## config.mk

```make
export PLATFORM = sky130hd
export DESIGN_NAME = cc20_ks_cell
export DESIGN_NICKNAME = d
export VERILOG_FILES = /design/src/sv/cc20_pkg.sv /design/src/sv/cc20_ks_cell.sv
export SDC_FILE = /design/constraint.sdc
export NUM_CORES = 1
export LEC_CHECK = 0
export ABC_AREA = 1
export BUFFER_PORTS_ARGS = -buffer_cell sky130_fd_sc_hd__buf_2
export CORE_ASPECT_RATIO = 1.4
export CORE_MARGIN = 10
export CORE_UTILIZATION = 40
export CTS_BUF_LIST = sky130_fd_sc_hd__clkbuf_4
export CTS_CLUSTER_SIZE = 12
export DETAILED_ROUTE_END_ITERATION = 8
export PLACE_DENSITY = 0.78
export SYNTH_ARGS = -nofsm -noshare
export SYNTH_HDL_FRONTEND = slang
export SYNTH_SLANG_ARGS = --single-unit
```

## constraint.sdc

```tcl
create_clock -name clock -period 3 [get_ports clock]
set_clock_uncertainty 0.2 [all_clocks]
set_input_delay 0.3 -clock clock [delete_from_list [all_inputs] [get_ports clock]]
set_output_delay 0.3 -clock clock [all_outputs]
set_load 0.03 [all_outputs]
```

## src/sv/cc20_pkg.sv

```systemverilog
// Shared types, constants and helpers for the ChaCha20 stream cipher unit.
// No dependencies; imported by every module of the block.
package cc20_pkg;

   localparam int NUM_WORDS  = 16;
   localparam int NUM_ROUNDS = 20;
   localparam int LANES      = 4;

   localparam logic [31:0] SIGMA0 = 32'h61707865;
   localparam logic [31:0] SIGMA1 = 32'h3320646e;
   localparam logic [31:0] SIGMA2 = 32'h79622d32;
   localparam logic [31:0] SIGMA3 = 32'h6b206574;

   // register indexes on the configuration port
   localparam logic [2:0] REG_KEY0      = 3'd0;
   localparam logic [2:0] REG_KEY1      = 3'd1;
   localparam logic [2:0] REG_KEY2      = 3'd2;
   localparam logic [2:0] REG_KEY3      = 3'd3;
   localparam logic [2:0] REG_NONCE_LO  = 3'd4;
   localparam logic [2:0] REG_NONCE_HI  = 3'd5;
   localparam logic [2:0] REG_START_CTR = 3'd6;

   typedef logic [31:0] word_type;
   typedef word_type [NUM_WORDS-1:0] blk_type;

   typedef struct packed {
      logic abort;   // drop any block in flight and recompute
      logic take;    // finished block moves into the keystream chain
   } core_ctl_type;

   typedef struct packed {
      logic done;    // finished block available on ks_words
   } core_sts_type;

   function automatic word_type rotl16(input word_type v);
      return {v[15:0], v[31:16]};
   endfunction

   function automatic word_type rotl12(input word_type v);
      return {v[19:0], v[31:20]};
   endfunction

   function automatic word_type rotl8(input word_type v);
      return {v[23:0], v[31:24]};
   endfunction

   function automatic word_type rotl7(input word_type v);
      return {v[24:0], v[31:25]};
   endfunction

endpackage

```

## src/sv/cc20_ks_cell.sv

```systemverilog
// One keystream cell: holds a word, loads in parallel or takes its neighbor's word.
// Depends on cc20_pkg.
module cc20_ks_cell (
   input  logic               clock,
   input  logic               load,
   input  logic               shift,
   input  cc20_pkg::word_type load_word,
   input  cc20_pkg::word_type next_word,
   output cc20_pkg::word_type word_q
);
   import cc20_pkg::*;

   word_type word_ff;

   always_ff @(posedge clock) begin
      if (load) begin
         word_ff <= load_word;
      end else if (shift) begin
         word_ff <= next_word;
      end
   end

   assign word_q = word_ff;

endmodule

```

Word-level counts from Yosys, hierarchy flattened --
Cells that the tools add are included.
Cells by class: reduce and logical (&&, ||, !) cells 1, muxes and demuxes 2
Operators with widths (number):
- 32-bit two-way mux | 2
- 2-bit nonzero test | 1
Word-level totals: input port bits 67, word-level logic and storage cells 4, register bits 32, output and inout bits 32

Logic depth before layout (Yosys ltp) --
Gate-level depths: netlist of run 1.
word-level depth 2, mapped depth 5, depth with buffers taken out 3

Worst setup path before layout of run 1 --
No wires, ideal clock.
kind input port to flip-flop, start point input port load, end point register word_ff[0] (netlist: word_q[0]) (enable), data required time 2.471 ns, stages on the path 2, arrival time 0.931 ns, buffers on the path 1, slack 1.540 ns, library setup time 0.329 ns, cell sequence buf_6 or2_2
Between the ends: longest elaborated chain between the ends 1
Ends and longest elaborated chain:
- start: declaration | RTL line cc20_ks_cell.sv:5 | input logic load,
- 2-bit nonzero test (no source line)
- end signal: assignment | RTL line cc20_ks_cell.sv:17 | word_ff <= load_word;
- end signal: assignment | RTL line cc20_ks_cell.sv:19 | word_ff <= next_word;
- end: declaration | RTL line cc20_ks_cell.sv:13 | word_type word_ff;
Every way passes these cells. A chain may end at the register's enable or synchronous reset.

Final worst setup path of run 1 --
start point register word_ff[29] (netlist: word_q[29]), end point output port word_q[29]
RTL lines:
- end: declaration | RTL line cc20_ks_cell.sv:9 | output cc20_pkg::word_type word_q
No word-level cell between the ends.

==> results.py, run 1 <==
metrics = {
    "sta": {
        "worst_pin_slew_ns": 0.728,
        "period_share": 0.472,
        "timing.final.ws_setup_ns": 1.58,
        "slew_violations": 0,
        "post-route-min-period_ns": 1.42,
        "fin_setup_tns_ns": 0,
        "final-hold-violation-count": 0,
        "slew_headroom": 0.515,
        "fmax_mhz": 706,
        "rsz0062_at_grt": "false",
        "fin_hold_ws_ns": 0.0380,
        "setup_viol": 0,
    },
    "clock_network": {
        "htree_levels": 2,
        "clock-sinks": 32,
        "postCtsSetupRepairBufs": 0,
        "ctsHoldBuffers": 0,
        "numCtsBuffers": 5,
        "cts_root_buf": "clkbuf_4",
        "tritoncts": "done",
        "path_clk_slew_ns": 0.10,
        "clock_path_buffers": 2,
        "cts_resized": 0,
    },
    "power_and_ir_drop": {
        "power_mw": 1.03,
        "p_leak_nw": 1.04,
        "peakVddDrop_uv": 275,
        "p_per_area_mw_per_mm2": 532,
    },
    "synth": {
        "synthCells": 137,
        "synth_fp_nets": 204,
        "syn_area_mm2": 0.00140,
        "yosysWarnings": 0,
        "ys_types": 6,
        "ys_ff_latch": 32,
        "syn-mean-instance-area_um2": 10.2,
        "yosysSeqAreaShare": 0.686,
    },
    "final_layout": {
        "antenna_cells": 0,
        "final_nets": 303,
        "largest_register_ffs": 32,
        "area_growth_pct": 37.9,
        "drive_gt1_frac": 0.456,
        "mostFrequentLayoutCells": "buf_2, nand2_1, edfxtp_1, clkbuf_4, clkinv_2",
        "final_util": 0.572,
        "stdcell_count": 277,
        "final_common_cell": "buf_2",
        "final_area_mm2": 0.00193,
        "fillCellCount": 320,
        "seq_area_um2": 961,
        "multi_input_area_um2": 367,
    },
    "global_routing": {
        "grt_pass1_wl_mm": 6.23,
        "grt_use_total": 0.122,
        "grt.overflow.total": 0,
        "grt_max_degree": 34,
        "grt_pass1_vias": 1277,
        "antenna_found_initial": 0,
    },
    "worst_setup_path": {
        "critical_path_buf_inv_count": 1,
        "crit_type": "register to primary output",
        "setup.worst_path.start_class": "register",
        "crit_path_end_kind": "primary output",
        "crit_slowest_cell": "edfxtp_1",
        "required_ns": 2.50,
        "path_cells": "buf_2",
        "arrival_ns": 0.92,
        "cp_top_family": "flip-flops",
        "path_depth": 1,
        "critPathMaxStageDelay_ns": 0.40,
        "cp_max_fo": 1,
    },
    "place": {
        "dp_worst_setup_slack_ns": 1.43,
        "portBuffers": 98,
        "gp_congestion": 0.792,
        "placed_area_mm2": 0.00188,
        "place_hpwl_mm": 3.21,
        "placed_cells": 269,
    },
    "detailed_routing": {
        "final_antenna_net_count": 0,
        "drtIter0Drc": 38,
        "vias": 1248,
        "drcViolationCount": 0,
        "drt-wirelength-per-cell_um": 14.4,
        "viasPerCell": 4.51,
        "dr.pass1.iters": 4,
        "wl_mm": 4.00,
    },
    "die": {
        "die_w_um": 70.0,
        "start_util": 0.415,
        "die-area_mm2": 0.00630,
        "core_area_mm2": 0.00338,
        "die_h_um": 90.0,
        "rows": 25,
        "boundaryPins": 99,
    },
    "status": {
        "status": "completed",
    },
    "min_path": {
        "hold_class": "input port to register",
        "hold_path_depth": 3,
    },
    "run": {
        "maxCapViolCount": 0,
    },
}
-- Yosys cell counts, drive strengths merged --
| cell | n | area [um^2] |
|---|---|---|
| inv | 1 | 6.26 |
| edfxtp | 32 | 961 |
| or2 | 1 | 6.26 |
| buf | 7 | 67.6 |
| nand2 | 96 | 360 |
-- final cells by class --
cell class,count,share of cell area
clock inverters,3,0.00712
flip-flops and latches,32,0.497
repair buffers,99,0.258
well taps,40,0.0259
inverters,1,0.00324
multi-input cells,97,0.190
clock buffers,5,0.0194
-- power by group --
| part | internal [mW] | switching [mW] |
|---|---|---|
| clock | 0.0858 | 0.134 |
| combinational | 0.0779 | 0.172 |
| sequential | 0.548 | 0.0115 |
| total | 0.712 | 0.317 |
-- cell families (layout without fill, tap and decap cells) --
kind of cell           count (synthesis)  count (layout)  synth area share
AND/OR/NAND/NOR                       97              97             0.262
buffers and inverters                  8             108            0.0527
flip-flops                            32              32             0.686
-- path summary, 6_finish.rpt --
check,start,to
max,word_q[29],word_q[29]
min,next_word[11],word_q[11]
-- routing by layer --
layer / up-vias / part of all wire / track usage
met1: 546 / 0.35 / 0.107
met2: 62 / 0.54 / 0.227
met3: 4 / 0.091 / 0.0561
met5: - / 0 / 0
li1: 636 / - / -
met4: 0 / 0.017 / 0.0512
(Power assumes the default switching activity.)
==> inputs of run 2 (changes only) <==
- CORE_UTILIZATION: 40 -> 38
- clock period: 3 -> 1.25 ns (I/O delays scaled with it)
==> results.py, run 2 (synthesis gave the netlist of run 1 again) <==
metrics = {
    "die": {
        "die-area_mm2": 0.00655,
        "start_util": 0.388,
        "core_area_mm2": 0.00361,
        "rows": 26,
        "die_h_um": 91.9,
        "die_w_um": 71.3,
        "boundaryPins": 99,
    },
    "worst_setup_path": {
        "required_ns": 0.93,
        "path_cells": "buf_2",
        "crit_type": "register to primary output",
        "cp_max_fo": 1,
        "crit_slowest_cell": "edfxtp_1",
        "startpoint": "word_q[21]",
        "setup.worst_path.start_class": "register",
        "cp_top_family": "flip-flops",
        "crit_path_end_kind": "primary output",
        "arrival_ns": 0.88,
        "critical_path_buf_inv_count": 1,
        "critPathMaxStageDelay_ns": 0.38,
    },
    "global_routing": {
        "grt.overflow.total": 0,
        "antenna_found_initial": 1,
        "grt_pass1_wl_mm": 8.30,
        "grt_use_total": 0.159,
        "grt_max_degree": 33,
        "grt_pass1_vias": 1724,
    },
    "detailed_routing": {
        "drt-wirelength-per-cell_um": 15.6,
        "final_antenna_net_count": 0,
        "vias": 1528,
        "wl_mm": 5.38,
        "drcViolationCount": 0,
        "drtIter0Drc": 53,
        "dr.pass1.iters": 5,
        "viasPerCell": 4.43,
    },
    "final_layout": {
        "fillCellCount": 258,
        "largest_register_ffs": 32,
        "drive_gt1_frac": 0.362,
        "area_growth_pct": 89.5,
        "final_common_cell": "nand2_1",
        "mostFrequentLayoutCells": "nand2_1, buf_2, dlygate4sd3_1, edfxtp_1, buf_6",
        "seq_area_um2": 961,
        "final_util": 0.735,
        "multi_input_area_um2": 369,
        "final_nets": 368,
        "final_area_mm2": 0.00266,
    },
    "clock_network": {
        "path_clk_slew_ns": 0.09,
        "numCtsBuffers": 5,
        "clock-sinks": 32,
        "clock_path_buffers": 2,
        "htree_levels": 2,
        "postCtsSetupRepairBufs": 0,
        "tritoncts": "done",
        "cts_root_buf": "clkbuf_4",
    },
    "power_and_ir_drop": {
        "p_per_area_mw_per_mm2": 1020,
        "p_leak_nw": 1.34,
        "power_mw": 2.71,
        "peakVddDrop_uv": 734,
    },
    "sta": {
        "fin_hold_ws_ns": 0.111,
        "worst_pin_slew_ns": 0.432,
        "post-route-min-period_ns": 1.21,
        "setup_viol": 0,
        "fmax_mhz": 827,
        "slew_headroom": 0.712,
        "final-hold-violation-count": 0,
        "fin_setup_tns_ns": 0,
        "period_share": 0.967,
        "rsz0062_at_grt": "true",
        "slew_violations": 0,
    },
    "place": {
        "portBuffers": 98,
        "place_hpwl_mm": 3.09,
        "placed_area_mm2": 0.00189,
        "gp_congestion": 0.766,
    },
    "status": {
        "status": "completed",
    },
    "run": {
        "maxCapViolCount": 0,
    },
    "min_path": {
        "hp-start": "load",
        "hold_class": "input port to register",
    },
}
[run 2: cell types whose count changed in the layout (fill, tap and decap cells not counted), moves of 2 or more]
cell and change:
dlygate4sd3_1 +64, buf_6 +10, buf_4 +2, buf_2 -11, diode_2 +2
[run 2: per-layer routing]
| metal | GRT usage | vias to the layer above | routed length (um) |
|---|---|---|---|
| li1 | - | 766 | - |
| met1 | 0.136 | 672 | 1710 |
| met2 | 0.300 | 74 | 3020 |
| met3 | 0.0583 | 16 | 449 |
| met4 | 0.0922 | 0 | 195 |
| met5 | 0 | - | 0 |
[run 2: path summary, 6_finish.rpt]
kind,end,slack (ns),cells past startpoint
hold / removal,word_q[19],0.11,4
setup / recovery,word_q[21],0.04,1
[run 2: timing repair]
| item | 4_1_cts | 5_1_grt |
|---|---|---|
| endpoints found under the hold margin | 32 | 0 |
| gates resized for setup | 0 | 32 |
| hold buffers | 64 | 0 |
| setup endpoints to repair | 0 | 11 |
[run 2: layout make-up]
| type | instances | share of cell area |
|---|---|---|
| sequential | 32 | 0.362 |
| multi-input combinational | 97 | 0.139 |
| inverter | 1 | 0.00236 |
| clock inverter | 1 | 0.00189 |
| tap | 42 | 0.0198 |
| clock buffer | 6 | 0.0170 |
| timing repair buffer | 164 | 0.456 |
| antenna | 2 | 0.00189 |
[run 2: worst min-delay path, cell delays in order]
cell and delay [ns]:
buf_2 0.10, buf_4 0.18, nand2_1 0.06, nand2_1 0.05
[run 2: power breakdown]
group | total (mW) | switching [mW] | leakage (nW) | internal [mW]
sequential | 1.35 | 0.0350 | 0.330 | 1.32
clock | 0.537 | 0.309 | 0.0315 | 0.228
combinational | 0.819 | 0.454 | 0.976 | 0.365
[run 2: metrics by stage]
stage / setup WS, ns / instances
2_1_floorplan: 0.156 / 137
3_3_place_gp: 0.0747 / 272
3_5_place_dp: 0.0475 / 272
4_1_cts: 0.00455 / 343
5_1_grt: -0.00658 / 344
6_report: 0.0413 / 345
==> inputs of run 3 (changes only) <==
- CORE_UTILIZATION: 38 -> 35
- PLACE_DENSITY: 0.78 -> 0.73
==> results.py, run 3 (synthesis gave the netlist of run 1 again) <==
metrics = {
    "final_layout": {
        "final_nets": 368,
        "largest_register_ffs": 32,
        "drive_gt1_frac": 0.362,
        "final_common_cell": "nand2_1",
        "mostFrequentLayoutCells": "nand2_1, buf_2, dlygate4sd3_1, edfxtp_1, buf_6",
        "final_area_mm2": 0.00271,
        "area_growth_pct": 93.3,
        "fillCellCount": 279,
        "final_util": 0.697,
        "stdcell_count": 345,
    },
    "sta": {
        "slew_headroom": 0.708,
        "period_share": 0.974,
        "fin_hold_ws_ns": 0.134,
        "slew_violations": 0,
        "fin_setup_tns_ns": 0,
        "final-hold-violation-count": 0,
        "rsz0062_at_grt": "true",
        "timing.final.ws_setup_ns": 0.0328,
        "worst_pin_slew_ns": 0.438,
        "setup_viol": 0,
        "post-route-min-period_ns": 1.22,
        "fmax_mhz": 822,
    },
    "die": {
        "boundaryPins": 99,
        "die-area_mm2": 0.00697,
        "die_h_um": 94.9,
        "die_w_um": 73.5,
        "start_util": 0.361,
        "core_area_mm2": 0.00388,
        "rows": 27,
    },
    "worst_setup_path": {
        "arrival_ns": 0.89,
        "critPathMaxStageDelay_ns": 0.41,
        "path_depth": 1,
        "crit_path_end_kind": "primary output",
        "path_cells": "buf_6",
        "cp_top_family": "flip-flops",
        "cp_max_fo": 1,
        "crit_slowest_cell": "edfxtp_1",
        "critical_path_buf_inv_count": 1,
        "crit_type": "register to primary output",
        "setup.worst_path.start_class": "register",
        "required_ns": 0.93,
    },
    "clock_network": {
        "postCtsSetupRepairBufs": 0,
        "cts_root_buf": "clkbuf_4",
        "path_clk_slew_ns": 0.10,
        "clock-sinks": 32,
        "htree_levels": 2,
        "numCtsBuffers": 5,
        "clock_path_buffers": 2,
        "tritoncts": "done",
    },
    "global_routing": {
        "grt.overflow.total": 0,
        "grt_use_total": 0.144,
        "antenna_found_initial": 1,
        "grt_pass1_vias": 1680,
        "grt_max_degree": 33,
        "grt_pass1_wl_mm": 7.74,
    },
    "place": {
        "placed_cells": 273,
        "gp_congestion": 0.719,
        "portBuffers": 98,
        "place_hpwl_mm": 3.24,
        "dp_worst_setup_slack_ns": 0.00714,
        "placed_area_mm2": 0.00190,
    },
    "detailed_routing": {
        "final_antenna_net_count": 0,
        "viasPerCell": 4.34,
        "drcViolationCount": 0,
        "drt-wirelength-per-cell_um": 15.0,
        "dr.pass1.iters": 5,
        "drtIter0Drc": 69,
        "vias": 1498,
        "wl_mm": 5.18,
    },
    "status": {
        "status": "completed",
    },
    "min_path": {
        "hold_class": "input port to register",
        "hold_path_depth": 4,
    },
    "power_and_ir_drop": {
        "p_per_area_mw_per_mm2": 1020,
        "peakVddDrop_uv": 754,
        "p_leak_nw": 1.36,
        "power_mw": 2.77,
    },
    "run": {
        "maxCapViolCount": 0,
    },
}
## run 3: cell count changes in the layout (fill, tap and decap cells not counted), sizes merged
cell and delta:
diode -1
## run 3: what timing repair did
action,in CTS,in global routing
hold buffers,64,0
endpoints found under the hold margin,32,0
resized for setup,0,64
endpoints found under the setup margin,0,24
## run 3: worst paths after layout
| kind | from | endpoint | slack, ns |
|---|---|---|---|
| worst max-delay path | word_q[13] | word_q[13] | 0.03 |
| worst min-delay path | load | word_q[11] | 0.13 |
## run 3: metal layers
| metal | GRT usage | wire length, um | vias to the layer above |
|---|---|---|---|
| li1 | - | - | 767 |
| met1 | 0.121 | 1670 | 657 |
| met2 | 0.274 | 2900 | 62 |
| met3 | 0.0609 | 462 | 12 |
| met4 | 0.0732 | 147 | 0 |
| met5 | 0 | 0 | - |
## run 3: final cells by class
| type | instances | area (um^2) | share of cell area |
|---|---|---|---|
| Sequential cell | 32 | 961 | 0.355 |
| Clock inverter | 1 | 5.00 | 0.00185 |
| Inverter | 1 | 6.26 | 0.00231 |
| Clock buffer | 6 | 45.0 | 0.0166 |
| Multi-Input combinational cell | 97 | 369 | 0.136 |
| Tap cell | 43 | 53.8 | 0.0199 |
| Timing Repair Buffer | 164 | 1270 | 0.467 |
| Antenna cell | 1 | 2.50 | 0.000924 |
## run 3: power breakdown
group          switching, mW  leakage (nW)  total (mW)  internal, mW
clock                  0.329        0.0315       0.558         0.229
combinational          0.444         0.994       0.847         0.403
sequential            0.0439         0.330        1.36          1.32
total                  0.817          1.36        2.77          1.95
